`src/hdl/nvqe_if_unused_guard.sv`:
```
// Spare source file of the engine; it holds no modules.
// No dependencies.
`timescale 1ns / 1ps

```
`src/hdl/nvqe_queue_watch.sv`:
```
// Spare source file of the engine; it holds no modules.
// No dependencies.
`timescale 1ns / 1ps

```
`src/hdl/nvqe_checks_placeholder.sv`:
```
// Spare source file of the engine; it holds no modules.
// No dependencies.
`timescale 1ns / 1ps

```
`src/hdl/nvqe_pkg.sv`:
```
// Shared types, codes and constants of the NVMe I/O queue request engine.
// No dependencies; the front end, queue, back end, top level and bench use this package.
`timescale 1ns / 1ps

package nvqe_pkg;

	localparam int QUEUE_DEPTH_DEF = 8;
	localparam int CHUNK_BYTES_DEF = 4096;
	localparam int FIFO_DEPTH      = 4;
	localparam int FIFO_AW         = $clog2(FIFO_DEPTH);

	localparam int MIN_SECTOR_LOG2 = 9;
	localparam int PHASE_BIT       = 16;
	localparam int STATUS_LSB      = 17;
	localparam int STATUS_W        = 11;

	localparam logic [3:0]  SECTOR_LOG2_RST = 4'd9;
	localparam logic [63:0] BUFFER_ADDR_RST = 64'd0;
	localparam logic [22:0] POLL_LIMIT_RST  = 23'd5000000;

	localparam int CFG_IDX_W = 2;
	localparam logic [CFG_IDX_W-1:0] CFG_SECTOR_LOG2 = 2'd0;
	localparam logic [CFG_IDX_W-1:0] CFG_BUFFER_ADDR = 2'd1;
	localparam logic [CFG_IDX_W-1:0] CFG_POLL_LIMIT  = 2'd2;

	localparam logic [1:0] KIND_SUBMIT   = 2'd0;
	localparam logic [1:0] KIND_DOORBELL = 2'd1;
	localparam logic [1:0] KIND_FINISH   = 2'd2;

	localparam logic [1:0] OPC_WRITE = 2'd1;
	localparam logic [1:0] OPC_READ  = 2'd2;

	localparam logic [1:0] OUT_SUCCESS  = 2'd0;
	localparam logic [1:0] OUT_DEV_ERR  = 2'd1;
	localparam logic [1:0] OUT_TIMEOUT  = 2'd2;
	localparam logic [1:0] OUT_REJECTED = 2'd3;

	localparam logic [1:0] OP_REQUEST = 2'd0;
	localparam logic [1:0] OP_EMPTY   = 2'd1;
	localparam logic [1:0] OP_POLL    = 2'd2;

	typedef struct packed {
		logic [1:0]          code;
		logic [63:0]         start_lba;
		logic [31:0]         sector_count;
		logic                is_write;
		logic                phase;
		logic [STATUS_W-1:0] status;
	} op_t;

	typedef struct packed {
		logic [1:0]          kind;
		logic [1:0]          opcode;
		logic [15:0]         command_id;
		logic [63:0]         start_block;
		logic [2:0]          blocks_minus_one;
		logic [63:0]         data_address;
		logic [2:0]          queue_slot;
		logic [2:0]          doorbell_value;
		logic [1:0]          outcome;
		logic [STATUS_W-1:0] device_status;
		logic                last;
	} res_t;

	typedef struct packed {
		logic                 we;
		logic [CFG_IDX_W-1:0] index;
		logic [63:0]          data;
	} cfg_wr_t;

	typedef struct packed {
		logic valid;
		logic full;
	} fifo_stat_t;

	function automatic res_t finish_res(logic [1:0] outcome, logic [STATUS_W-1:0] status);
		res_t r;
		r               = '0;
		r.kind          = KIND_FINISH;
		r.outcome       = outcome;
		r.device_status = status;
		r.last          = 1'b1;
		return r;
	endfunction

endpackage

```
`src/hdl/nvqe_if.sv`:
```
// Handshake channels of the engine: request/poll items in, result items out.
// Depends on nothing; field widths follow the engine's item layout.
`timescale 1ns / 1ps

interface nvqe_req_if;
	logic        valid;
	logic        ready;
	logic        mode;
	logic [63:0] start_lba;
	logic [31:0] sector_count;
	logic        is_write;
	logic [31:0] completion_dword;

	modport source (output valid, mode, start_lba, sector_count, is_write, completion_dword,
		input ready);
	modport sink (input valid, mode, start_lba, sector_count, is_write, completion_dword,
		output ready);
endinterface

interface nvqe_rsp_if;
	logic        valid;
	logic        ready;
	logic [1:0]  kind;
	logic [1:0]  opcode;
	logic [15:0] command_id;
	logic [63:0] start_block;
	logic [2:0]  blocks_minus_one;
	logic [63:0] data_address;
	logic [2:0]  queue_slot;
	logic [2:0]  doorbell_value;
	logic [1:0]  outcome;
	logic [10:0] device_status;
	logic        last;

	modport source (output valid, kind, opcode, command_id, start_block, blocks_minus_one,
		data_address, queue_slot, doorbell_value, outcome, device_status, last,
		input ready);
	modport sink (input valid, kind, opcode, command_id, start_block, blocks_minus_one,
		data_address, queue_slot, doorbell_value, outcome, device_status, last,
		output ready);
endinterface

```
`src/hdl/nvme_io_queue_request_engine_unit.sv`:
```
// NVMe I/O queue request engine, top level: front end, operation queue, back end.
// Path of an item: front-end register, queue write, then result register.
// Throughput: one request or unmatched poll per cycle while the result register is
// free; a matched poll yields two results through the single result register.
// Reset: queue empty, idle, head and tail 0, expected phase 1, registers at defaults.
`timescale 1ns / 1ps

module nvme_io_queue_request_engine_unit #(
	parameter int QUEUE_DEPTH = nvqe_pkg::QUEUE_DEPTH_DEF,
	parameter int CHUNK_BYTES = nvqe_pkg::CHUNK_BYTES_DEF
) (
	input  logic                           clk,
	input  logic                           arst_n,
	input  logic                           cfg_we,
	input  logic [nvqe_pkg::CFG_IDX_W-1:0] cfg_index,
	input  logic [63:0]                    cfg_data,
	nvqe_req_if.sink                       req,
	nvqe_rsp_if.source                     rsp
);

	nvqe_pkg::cfg_wr_t    cfg;
	nvqe_pkg::fifo_stat_t fifo_stat;
	nvqe_pkg::op_t        wr_op;
	nvqe_pkg::op_t        rd_op;
	logic                 push;
	logic                 pop;

	assign cfg.we    = cfg_we;
	assign cfg.index = cfg_index;
	assign cfg.data  = cfg_data;

	nvqe_front u_front (
		.clk       (clk),
		.arst_n    (arst_n),
		.req       (req),
		.fifo_stat (fifo_stat),
		.push      (push),
		.op        (wr_op)
	);

	nvqe_fifo u_fifo (
		.clk    (clk),
		.arst_n (arst_n),
		.push   (push),
		.wr_op  (wr_op),
		.pop    (pop),
		.rd_op  (rd_op),
		.stat   (fifo_stat)
	);

	nvqe_back #(
		.QUEUE_DEPTH (QUEUE_DEPTH),
		.CHUNK_BYTES (CHUNK_BYTES)
	) u_back (
		.clk       (clk),
		.arst_n    (arst_n),
		.cfg       (cfg),
		.fifo_stat (fifo_stat),
		.op        (rd_op),
		.pop       (pop),
		.rsp       (rsp)
	);

	a_no_overflow: assert property (@(posedge clk) disable iff (!arst_n)
		push |-> !fifo_stat.full)
		else $error("operation queue overflow");

	a_no_underflow: assert property (@(posedge clk) disable iff (!arst_n)
		pop |-> fifo_stat.valid)
		else $error("operation queue pop while empty");

	a_finish_last: assert property (@(posedge clk) disable iff (!arst_n)
		rsp.valid && rsp.kind == nvqe_pkg::KIND_FINISH |-> rsp.last)
		else $error("finish result without last");

	a_doorbell_not_last: assert property (@(posedge clk) disable iff (!arst_n)
		rsp.valid && rsp.kind == nvqe_pkg::KIND_DOORBELL |-> !rsp.last)
		else $error("doorbell result marked last");

endmodule

```
`src/hdl/nvqe_front.sv`:
```
// Front end: registers each incoming item and classifies it into an operation.
// Depends on nvqe_pkg and nvqe_req_if.
`timescale 1ns / 1ps

module nvqe_front (
	input  logic               clk,
	input  logic               arst_n,
	nvqe_req_if.sink           req,
	input  nvqe_pkg::fifo_stat_t fifo_stat,
	output logic               push,
	output nvqe_pkg::op_t      op
);

	logic          valid_s1;
	nvqe_pkg::op_t op_s1;
	nvqe_pkg::op_t op_d;

	assign push      = valid_s1 && !fifo_stat.full;
	assign req.ready = !valid_s1 || !fifo_stat.full;
	assign op        = op_s1;

	always_comb begin
		op_d              = '0;
		op_d.start_lba    = req.start_lba;
		op_d.sector_count = req.sector_count;
		op_d.is_write     = req.is_write;
		op_d.phase        = req.completion_dword[nvqe_pkg::PHASE_BIT];
		op_d.status       = req.completion_dword[nvqe_pkg::STATUS_LSB +: nvqe_pkg::STATUS_W];
		if (req.mode) begin
			op_d.code = nvqe_pkg::OP_POLL;
		end else if (req.sector_count == 32'd0) begin
			op_d.code = nvqe_pkg::OP_EMPTY;
		end else begin
			op_d.code = nvqe_pkg::OP_REQUEST;
		end
	end

	always_ff @(posedge clk or negedge arst_n) begin
		if (!arst_n) begin
			valid_s1 <= 1'b0;
		end else if (req.ready) begin
			valid_s1 <= req.valid;
		end
	end

	always_ff @(posedge clk) begin
		if (req.ready && req.valid) begin
			op_s1 <= op_d;
		end
	end

endmodule

```
`src/hdl/nvqe_fifo.sv`:
```
// Short operation queue between the front end and the back end.
// Depends on nvqe_pkg.
`timescale 1ns / 1ps

module nvqe_fifo (
	input  logic                 clk,
	input  logic                 arst_n,
	input  logic                 push,
	input  nvqe_pkg::op_t        wr_op,
	input  logic                 pop,
	output nvqe_pkg::op_t        rd_op,
	output nvqe_pkg::fifo_stat_t stat
);

	localparam int AW = nvqe_pkg::FIFO_AW;

	nvqe_pkg::op_t mem_q [nvqe_pkg::FIFO_DEPTH];
	logic [AW-1:0] wr_ptr_q;
	logic [AW-1:0] rd_ptr_q;
	logic [AW:0]   count_q;

	assign stat.valid = count_q != '0;
	assign stat.full  = count_q == (AW+1)'(nvqe_pkg::FIFO_DEPTH);
	assign rd_op      = mem_q[rd_ptr_q];

	always_ff @(posedge clk or negedge arst_n) begin
		if (!arst_n) begin
			wr_ptr_q <= '0;
			rd_ptr_q <= '0;
			count_q  <= '0;
		end else begin
			if (push) begin
				wr_ptr_q <= (wr_ptr_q == AW'(nvqe_pkg::FIFO_DEPTH - 1)) ? '0 : wr_ptr_q + AW'(1);
			end
			if (pop) begin
				rd_ptr_q <= (rd_ptr_q == AW'(nvqe_pkg::FIFO_DEPTH - 1)) ? '0 : rd_ptr_q + AW'(1);
			end
			if (push && !pop) begin
				count_q <= count_q + (AW+1)'(1);
			end else if (pop && !push) begin
				count_q <= count_q - (AW+1)'(1);
			end
		end
	end

	always_ff @(posedge clk) begin
		if (push) begin
			mem_q[wr_ptr_q] <= wr_op;
		end
	end

endmodule

```
`src/hdl/nvqe_back.sv`:
```
// Back end: queue-pair state, command issue, completion checks, result register.
// Depends on nvqe_pkg and nvqe_rsp_if.
`timescale 1ns / 1ps

module nvqe_back #(
	parameter int QUEUE_DEPTH = nvqe_pkg::QUEUE_DEPTH_DEF,
	parameter int CHUNK_BYTES = nvqe_pkg::CHUNK_BYTES_DEF
) (
	input  logic                 clk,
	input  logic                 arst_n,
	input  nvqe_pkg::cfg_wr_t    cfg,
	input  nvqe_pkg::fifo_stat_t fifo_stat,
	input  nvqe_pkg::op_t        op,
	output logic                 pop,
	nvqe_rsp_if.source           rsp
);

	localparam int QW       = $clog2(QUEUE_DEPTH);
	localparam int PER_MAX  = CHUNK_BYTES >> nvqe_pkg::MIN_SECTOR_LOG2;
	localparam int PW       = $clog2(PER_MAX + 1);
	localparam int SW       = nvqe_pkg::STATUS_W;

	logic [3:0]    sector_log2_q;
	logic [63:0]   buffer_addr_q;
	logic [22:0]   poll_limit_q;

	logic          busy_q, busy_d;
	logic          writing_q, writing_d;
	logic [63:0]   next_block_q, next_block_d;
	logic [31:0]   blocks_left_q, blocks_left_d;
	logic [QW-1:0] tail_q, tail_d;
	logic [QW-1:0] head_q, head_d;
	logic          phase_q, phase_d;
	logic [15:0]   id_q, id_d;
	logic [22:0]   wait_q, wait_d;
	logic          sec_q, sec_d;
	logic [SW-1:0] status_q, status_d;

	logic           out_valid_q;
	nvqe_pkg::res_t out_q;
	nvqe_pkg::res_t res_d;
	logic           load;
	logic           slot_free;

	logic [3:0]    lg_eff;
	logic [31:0]   per_wide;
	logic [PW-1:0] per;
	logic [63:0]   src_block;
	logic [31:0]   src_left;
	logic          src_write;
	logic [PW-1:0] n;
	logic [PW-1:0] n_m1;
	logic [PW+2:0] n_m1_ext;
	logic [QW-1:0] tail_nx;
	logic [QW-1:0] head_nx;
	logic [QW+2:0] tail_ext;
	logic [QW+2:0] tail_nx_ext;
	logic [QW+2:0] head_nx_ext;
	logic [22:0]   wait_inc;
	nvqe_pkg::res_t iss_res;

	assign lg_eff    = (sector_log2_q < 4'(nvqe_pkg::MIN_SECTOR_LOG2))
		? 4'(nvqe_pkg::MIN_SECTOR_LOG2) : sector_log2_q;
	assign per_wide  = 32'(CHUNK_BYTES) >> lg_eff;
	assign per       = (per_wide == 32'd0) ? PW'(1) : per_wide[PW-1:0];
	assign src_block = sec_q ? next_block_q : op.start_lba;
	assign src_left  = sec_q ? blocks_left_q : op.sector_count;
	assign src_write = sec_q ? writing_q : op.is_write;
	assign n         = (src_left < 32'(per)) ? src_left[PW-1:0] : per;
	assign n_m1      = n - PW'(1);
	assign n_m1_ext  = {3'b000, n_m1};

	assign tail_nx     = (tail_q == QW'(QUEUE_DEPTH - 1)) ? '0 : tail_q + QW'(1);
	assign head_nx     = (head_q == QW'(QUEUE_DEPTH - 1)) ? '0 : head_q + QW'(1);
	assign tail_ext    = {3'b000, tail_q};
	assign tail_nx_ext = {3'b000, tail_nx};
	assign head_nx_ext = {3'b000, head_nx};
	assign wait_inc    = wait_q + 23'd1;

	always_comb begin
		iss_res                  = '0;
		iss_res.kind             = nvqe_pkg::KIND_SUBMIT;
		iss_res.opcode           = src_write ? nvqe_pkg::OPC_WRITE : nvqe_pkg::OPC_READ;
		iss_res.command_id       = id_q;
		iss_res.start_block      = src_block;
		iss_res.blocks_minus_one = n_m1_ext[2:0];
		iss_res.data_address     = buffer_addr_q;
		iss_res.queue_slot       = tail_ext[2:0];
		iss_res.doorbell_value   = tail_nx_ext[2:0];
		iss_res.last             = 1'b1;
	end

	assign slot_free = !out_valid_q || rsp.ready;

	always_comb begin
		busy_d        = busy_q;
		writing_d     = writing_q;
		next_block_d  = next_block_q;
		blocks_left_d = blocks_left_q;
		tail_d        = tail_q;
		head_d        = head_q;
		phase_d       = phase_q;
		id_d          = id_q;
		wait_d        = wait_q;
		sec_d         = sec_q;
		status_d      = status_q;
		res_d         = '0;
		load          = 1'b0;
		pop           = 1'b0;
		if (slot_free) begin
			if (sec_q) begin
				load  = 1'b1;
				sec_d = 1'b0;
				if (status_q != '0) begin
					res_d  = nvqe_pkg::finish_res(nvqe_pkg::OUT_DEV_ERR, status_q);
					busy_d = 1'b0;
				end else if (blocks_left_q == 32'd0) begin
					res_d  = nvqe_pkg::finish_res(nvqe_pkg::OUT_SUCCESS, '0);
					busy_d = 1'b0;
				end else begin
					res_d         = iss_res;
					id_d          = id_q + 16'd1;
					tail_d        = tail_nx;
					next_block_d  = src_block + 64'(n);
					blocks_left_d = src_left - 32'(n);
					wait_d        = '0;
				end
			end else if (fifo_stat.valid) begin
				pop = 1'b1;
				case (op.code)
					nvqe_pkg::OP_REQUEST: begin
						load = 1'b1;
						if (busy_q) begin
							res_d = nvqe_pkg::finish_res(nvqe_pkg::OUT_REJECTED, '0);
						end else begin
							res_d         = iss_res;
							busy_d        = 1'b1;
							writing_d     = op.is_write;
							id_d          = id_q + 16'd1;
							tail_d        = tail_nx;
							next_block_d  = src_block + 64'(n);
							blocks_left_d = src_left - 32'(n);
							wait_d        = '0;
						end
					end
					nvqe_pkg::OP_EMPTY: begin
						load  = 1'b1;
						res_d = nvqe_pkg::finish_res(
							busy_q ? nvqe_pkg::OUT_REJECTED : nvqe_pkg::OUT_SUCCESS, '0);
					end
					nvqe_pkg::OP_POLL: begin
						if (busy_q) begin
							if (op.phase != phase_q) begin
								wait_d = wait_inc;
								if (wait_inc >= poll_limit_q) begin
									load   = 1'b1;
									res_d  = nvqe_pkg::finish_res(nvqe_pkg::OUT_TIMEOUT, '0);
									busy_d = 1'b0;
								end
							end else begin
								head_d = head_nx;
								if (head_nx == '0) begin
									phase_d = ~phase_q;
								end
								load                 = 1'b1;
								res_d.kind           = nvqe_pkg::KIND_DOORBELL;
								res_d.doorbell_value = head_nx_ext[2:0];
								res_d.device_status  = op.status;
								sec_d                = 1'b1;
								status_d             = op.status;
							end
						end
					end
					default: begin
					end
				endcase
			end
		end
	end

	always_ff @(posedge clk or negedge arst_n) begin
		if (!arst_n) begin
			sector_log2_q <= nvqe_pkg::SECTOR_LOG2_RST;
			buffer_addr_q <= nvqe_pkg::BUFFER_ADDR_RST;
			poll_limit_q  <= nvqe_pkg::POLL_LIMIT_RST;
		end else if (cfg.we) begin
			case (cfg.index)
				nvqe_pkg::CFG_SECTOR_LOG2: sector_log2_q <= cfg.data[3:0];
				nvqe_pkg::CFG_BUFFER_ADDR: buffer_addr_q <= cfg.data;
				nvqe_pkg::CFG_POLL_LIMIT:  poll_limit_q  <= cfg.data[22:0];
				default: begin
				end
			endcase
		end
	end

	always_ff @(posedge clk or negedge arst_n) begin
		if (!arst_n) begin
			busy_q        <= 1'b0;
			writing_q     <= 1'b0;
			next_block_q  <= '0;
			blocks_left_q <= '0;
			tail_q        <= '0;
			head_q        <= '0;
			phase_q       <= 1'b1;
			id_q          <= '0;
			wait_q        <= '0;
			sec_q         <= 1'b0;
			status_q      <= '0;
			out_valid_q   <= 1'b0;
		end else begin
			busy_q        <= busy_d;
			writing_q     <= writing_d;
			next_block_q  <= next_block_d;
			blocks_left_q <= blocks_left_d;
			tail_q        <= tail_d;
			head_q        <= head_d;
			phase_q       <= phase_d;
			id_q          <= id_d;
			wait_q        <= wait_d;
			sec_q         <= sec_d;
			status_q      <= status_d;
			if (load) begin
				out_valid_q <= 1'b1;
			end else if (rsp.ready) begin
				out_valid_q <= 1'b0;
			end
		end
	end

	always_ff @(posedge clk) begin
		if (load) begin
			out_q <= res_d;
		end
	end

	assign rsp.valid            = out_valid_q;
	assign rsp.kind             = out_q.kind;
	assign rsp.opcode           = out_q.opcode;
	assign rsp.command_id       = out_q.command_id;
	assign rsp.start_block      = out_q.start_block;
	assign rsp.blocks_minus_one = out_q.blocks_minus_one;
	assign rsp.data_address     = out_q.data_address;
	assign rsp.queue_slot       = out_q.queue_slot;
	assign rsp.doorbell_value   = out_q.doorbell_value;
	assign rsp.outcome          = out_q.outcome;
	assign rsp.device_status    = out_q.device_status;
	assign rsp.last             = out_q.last;

endmodule

```
`src/flat_wrapper.sv`:
```
// flat-port wrapper written by rule: the top's interface ports become plain ports
module nvme_io_queue_request_engine_unit_flat 
#(
	parameter int QUEUE_DEPTH = nvqe_pkg::QUEUE_DEPTH_DEF,
	parameter int CHUNK_BYTES = nvqe_pkg::CHUNK_BYTES_DEF
)
  (clk, arst_n, cfg_we, cfg_index, cfg_data, req_valid, req_mode, req_start_lba, req_sector_count, req_is_write, req_completion_dword, req_ready, rsp_valid, rsp_kind, rsp_opcode, rsp_command_id, rsp_start_block, rsp_blocks_minus_one, rsp_data_address, rsp_queue_slot, rsp_doorbell_value, rsp_outcome, rsp_device_status, rsp_last, rsp_ready);
  nvqe_req_if req_i ();
  nvqe_rsp_if rsp_i ();
  input  logic clk;
  input  logic arst_n;
  input  logic cfg_we;
  input  logic [nvqe_pkg::CFG_IDX_W-1:0] cfg_index;
  input  logic [63:0] cfg_data;
  input wire logic [$bits(req_i.valid)-1:0] req_valid;
  input wire logic [$bits(req_i.mode)-1:0] req_mode;
  input wire logic [$bits(req_i.start_lba)-1:0] req_start_lba;
  input wire logic [$bits(req_i.sector_count)-1:0] req_sector_count;
  input wire logic [$bits(req_i.is_write)-1:0] req_is_write;
  input wire logic [$bits(req_i.completion_dword)-1:0] req_completion_dword;
  output wire logic [$bits(req_i.ready)-1:0] req_ready;
  output wire logic [$bits(rsp_i.valid)-1:0] rsp_valid;
  output wire logic [$bits(rsp_i.kind)-1:0] rsp_kind;
  output wire logic [$bits(rsp_i.opcode)-1:0] rsp_opcode;
  output wire logic [$bits(rsp_i.command_id)-1:0] rsp_command_id;
  output wire logic [$bits(rsp_i.start_block)-1:0] rsp_start_block;
  output wire logic [$bits(rsp_i.blocks_minus_one)-1:0] rsp_blocks_minus_one;
  output wire logic [$bits(rsp_i.data_address)-1:0] rsp_data_address;
  output wire logic [$bits(rsp_i.queue_slot)-1:0] rsp_queue_slot;
  output wire logic [$bits(rsp_i.doorbell_value)-1:0] rsp_doorbell_value;
  output wire logic [$bits(rsp_i.outcome)-1:0] rsp_outcome;
  output wire logic [$bits(rsp_i.device_status)-1:0] rsp_device_status;
  output wire logic [$bits(rsp_i.last)-1:0] rsp_last;
  input wire logic [$bits(rsp_i.ready)-1:0] rsp_ready;
  assign req_i.valid = req_valid;
  assign req_i.mode = req_mode;
  assign req_i.start_lba = req_start_lba;
  assign req_i.sector_count = req_sector_count;
  assign req_i.is_write = req_is_write;
  assign req_i.completion_dword = req_completion_dword;
  assign req_ready = req_i.ready;
  assign rsp_valid = rsp_i.valid;
  assign rsp_kind = rsp_i.kind;
  assign rsp_opcode = rsp_i.opcode;
  assign rsp_command_id = rsp_i.command_id;
  assign rsp_start_block = rsp_i.start_block;
  assign rsp_blocks_minus_one = rsp_i.blocks_minus_one;
  assign rsp_data_address = rsp_i.data_address;
  assign rsp_queue_slot = rsp_i.queue_slot;
  assign rsp_doorbell_value = rsp_i.doorbell_value;
  assign rsp_outcome = rsp_i.outcome;
  assign rsp_device_status = rsp_i.device_status;
  assign rsp_last = rsp_i.last;
  assign rsp_i.ready = rsp_ready;
  nvme_io_queue_request_engine_unit #(.QUEUE_DEPTH(QUEUE_DEPTH), .CHUNK_BYTES(CHUNK_BYTES)) u_core (.clk(clk), .arst_n(arst_n), .cfg_we(cfg_we), .cfg_index(cfg_index), .cfg_data(cfg_data), .req(req_i), .rsp(rsp_i));
endmodule
```
`config.mk`:
```
export PLATFORM = sky130hd
export DESIGN_NAME = nvme_io_queue_request_engine_unit_flat
export DESIGN_NICKNAME = d
export VERILOG_FILES = /design/src/hdl/nvqe_if_unused_guard.sv /design/src/hdl/nvqe_queue_watch.sv /design/src/hdl/nvqe_checks_placeholder.sv /design/src/hdl/nvqe_pkg.sv /design/src/hdl/nvqe_if.sv /design/src/hdl/nvme_io_queue_request_engine_unit.sv /design/src/hdl/nvqe_front.sv /design/src/hdl/nvqe_fifo.sv /design/src/hdl/nvqe_back.sv /design/src/flat_wrapper.sv
export SDC_FILE = /design/constraint.sdc
export NUM_CORES = 1
export LEC_CHECK = 0
export ABC_AREA = 0
export BUFFER_PORTS_ARGS = -buffer_cell sky130_fd_sc_hd__buf_2
export CAP_MARGIN = 10
export CORE_MARGIN = 2
export CORE_UTILIZATION = 60
export CTS_BUF_LIST = sky130_fd_sc_hd__clkbuf_8
export CTS_CLUSTER_SIZE = 28
export DETAILED_ROUTE_END_ITERATION = 8
export PLACE_DENSITY = 0.79
export SLEW_MARGIN = 20
export SYNTH_ARGS = -nofsm -noshare
export SYNTH_HDL_FRONTEND = slang
export SYNTH_HIERARCHICAL = 1
export SYNTH_SLANG_ARGS = --single-unit
```
`constraint.sdc`:
```
create_clock -name clk -period 39.1 [get_ports clk]
set_clock_uncertainty 0.1 [all_clocks]
set_input_delay 7.82 -clock clk [delete_from_list [all_inputs] [get_ports clk]]
set_output_delay 7.82 -clock clk [all_outputs]
set_load 0.01 [all_outputs]
```
==> run metrics <==
power share of the clock group 0.231; Setup TNS 0 ns; Warnings, synthesis 6; post-DP HPWL 61500 um; CORE AREA 71200 um^2; GP Congestion 0.859; vias in the first global route 27188; worst hold-check path type reg2reg; DR WL/cell 22.1 um; post-CTS sizing 0; Min-Delay Endpoint u_core/u_back/next_block_q[0]$_DFFE_PN0P_; PwrDens 76.3 nW/um^2; CP Class in2reg; routed vias/inst 6.13; Max Slew Vio Count 0; clock latency on the worst-skew pair 0.80 ns; peak supply drop 0.105 mV; Antenna Nets Post-Route 0; Initial Utilization 0.603; status finished, final reports clean; Comb pwr share 0.325; dpl cells 4140; worst-case clock buffer depth 3; f_max 93.5 MHz; grt ovf 0; largest family of logic cells by synthesized area multiplexers; fraction of registers with async set/reset 0.261; worst reg2reg startpoint u_core/u_fifo/rd_ptr_q[0]$_DFFE_PN0P_; CTS tree done; setup slack, reg-to-reg 31.40 ns; TritonCTS Buffers 157; initial DRC count 2833; hold path start u_core/u_back/next_block_q[0]$_DFFE_PN0P_; clock sinks 982; Layout fillers 4715; Final Setup Violations 0; Synth Net Count 3199; GR peak layer met2; multiplexer share of the synthesized area 0.116; WHS 0.371 ns; commonest non-fill, non-tap cells in the layout edfxtp_1 (726), buf_2 (352), dfrtp_1 (242); Post-Syn Instances 2955; H-tree depth 4; port bufs 353; met1 usage 0.368; R2R Path End u_core/u_back/next_block_q[45]$_DFFE_PN0P_; largest net degree at the start of global routing 168; max_cap viols 0; synthesized area per cell 14.5 um^2; Syn Std Cell Area 43000 um^2; area share of fa/ha/maj cells after synthesis 0.0137; first-pass GRT wire length 152000 um; initial antenna violation count 6; Worst EP arrival 11.27 ns; critical path required time 39.68 ns; Final nets 3594; Hold Crit Depth 2; worst-path fanout max 92; hold_buf cts 0; Psw 1.31 mW; worst slew pin tran 1.22 ns; die width 272 um; commonest non-fill, non-tap cell in the layout edfxtp_1; CTS root buffer clkbuf_8; row count 98; Die Height 272 um; global-route track usage on met2 0.421; Tot GR Track Use 0.265; area of the die 73800 um^2; xor/xnor cell area share of the yosys netlist 0.0249; Non-Filler Instances 4429; area grow syn2layout 13.1%; RSZ-0062 raised after global routing no; Yosys reg bits 982; vias post-DR 27158; Fin. Hold Viols 0; post-synthesis simple-gate area fraction 0.105; top_reg_cell synth edfxtp_1; Reg power frac 0.444; setup repair bufs after CTS 0; Overall Power 3.71 mW; Slew headroom 0.186; period utilisation layout 0.274; reg2reg path depth 19; drt first pass iters 7; post-synth cell types 98; Leak Pwr 18.2 nW; met3 GRT Util 0.0495; crit end category flip-flop; number of top-level pins 374; Worst Setup Start Kind input port; EDFF count, synth 726; sequential element share of the synthesized area 0.657; clock-pin slew on the worst setup and hold paths 0.06 ns; WL final 97700 um; layout cells sized above 1 0.257; Compound-Gate Fraction of Synth Area 0.0618; Final Critical Period 10.70 ns; Sw Ratio 0.352; Internal 2.40 mW; drt drc 0
-- state kept, by name (all words and copies together), names as in the netlist, 4 cells and up --
name	flops
u_core/u_back/buffer_addr_q	64
u_core/u_front/op	111
u_core/u_back/sector_log2_q	4
u_core/u_back/next_block_q	64
u_core/u_fifo/mem_q	444
u_core/u_back/rsp.start_block	64
u_core/u_back/status_q	11
u_core/u_back/wait_q	23
u_core/u_back/blocks_left_q	32
u_core/u_back/rsp.device_status	11
u_core/u_back/rsp.command_id	16
u_core/u_back/poll_limit_q	23
u_core/u_back/id_q	16
u_core/u_back/rsp.data_address	64
-- per-stage QoR --
step	setup slack, ns	instance area [um^2]	utilization
after floorplan	12.55	43000	-
after global placement	27.75	45500	0.639
after detailed placement	27.64	45500	0.639
after CTS	28.49	48600	0.682
after global routing	28.20	48600	0.682
final	28.40	48600	0.682
-- metal layers --
metal | share of wire | vias up | wire [um]
met2 | 0.48 | 1377 | 46800
met5 | 0.00038 | - | 37
met3 | 0.081 | 219 | 7900
met1 | 0.41 | 13475 | 40100
li1 | - | 12081 | -
met4 | 0.029 | 6 | 2860
-- power groups by stage --
stage | registers (mW) | logic (mW) | clock network (mW)
after floorplan | 1.76 | 0.794 | 0
after global placement | 1.64 | 1.16 | 0
after detailed placement | 1.66 | 1.20 | 0
after CTS | 1.64 | 1.20 | 0.871
after global routing | 1.67 | 1.30 | 0.917
final | 1.65 | 1.21 | 0.855
-- cells in the mapped netlist, types with 45 or more instances --
cell,number,share of area
edfxtp_1,726,0.51
dfrtp_1,245,0.14
nand2_1,197,0.017
nor2_1,195,0.017
mux2i_1,127,0.030
nand3_1,123,0.014
mux4_2,111,0.058
mux2_2,106,0.028
and2_1,99,0.014
xnor2_1,88,0.018
clkbuf_1,78,0.0068
o21ai_0,77,0.0090
a21oi_1,71,0.0083
a211oi_1,57,0.010
nor3_1,51,0.0059
inv_1,45,0.0039
-- logic make-up (layout without fill, tap and decap cells) --
group / after synthesis / count (layout)
flops: 982 / 982
simple gates: 879 / 879
compound gates: 380 / 380
mux: 346 / 346
buf+inv: 199 / 722
xor+xnor: 122 / 122
fa+ha+maj: 47 / 47
other cells: 0 / 1
-- worst max-delay path, stage by stage --
cell and delay [ns]:
buf_2 0.09, nand2b_1 0.31, o21a_4 0.68, buf_4 0.81, buf_4 0.88, and4_1 0.33, nor2_1 0.05, o221a_2 0.23
-- layout make-up --
class / instances / area, um^2 / area share
Sequential cell: 982 / 28200 / 0.581
Multi-Input combinational cell: 1774 / 13900 / 0.285
Clock buffer: 176 / 2420 / 0.0498
Timing Repair Buffer: 387 / 2050 / 0.0422
Tap cell: 950 / 1190 / 0.0244
Clock inverter: 111 / 667 / 0.0137
Inverter: 48 / 180 / 0.00371
Antenna cell: 1 / 2.50 / 0.0000515
-- worst max path at each step --
| stage | startpoint | to | cells past startpoint |
|---|---|---|---|
| floorplan | rsp_ready | u_core/u_back/rsp.blocks_minus_one[0]$_SDFFCE_PP0P_ | 3 |
| finish | rsp_ready | u_core/u_back/next_block_q[17]$_DFFE_PN0P_ | 8 |
| detailed placement | rsp_ready | u_core/u_back/next_block_q[17]$_DFFE_PN0P_ | 8 |
| global route | rsp_ready | u_core/u_back/next_block_q[41]$_DFFE_PN0P_ | 8 |
| CTS | rsp_ready | u_core/u_back/next_block_q[17]$_DFFE_PN0P_ | 8 |
| global placement | rsp_ready | u_core/u_back/next_block_q[17]$_DFFE_PN0P_ | 8 |
No activity file was read; power rests on OpenSTA's default activity.
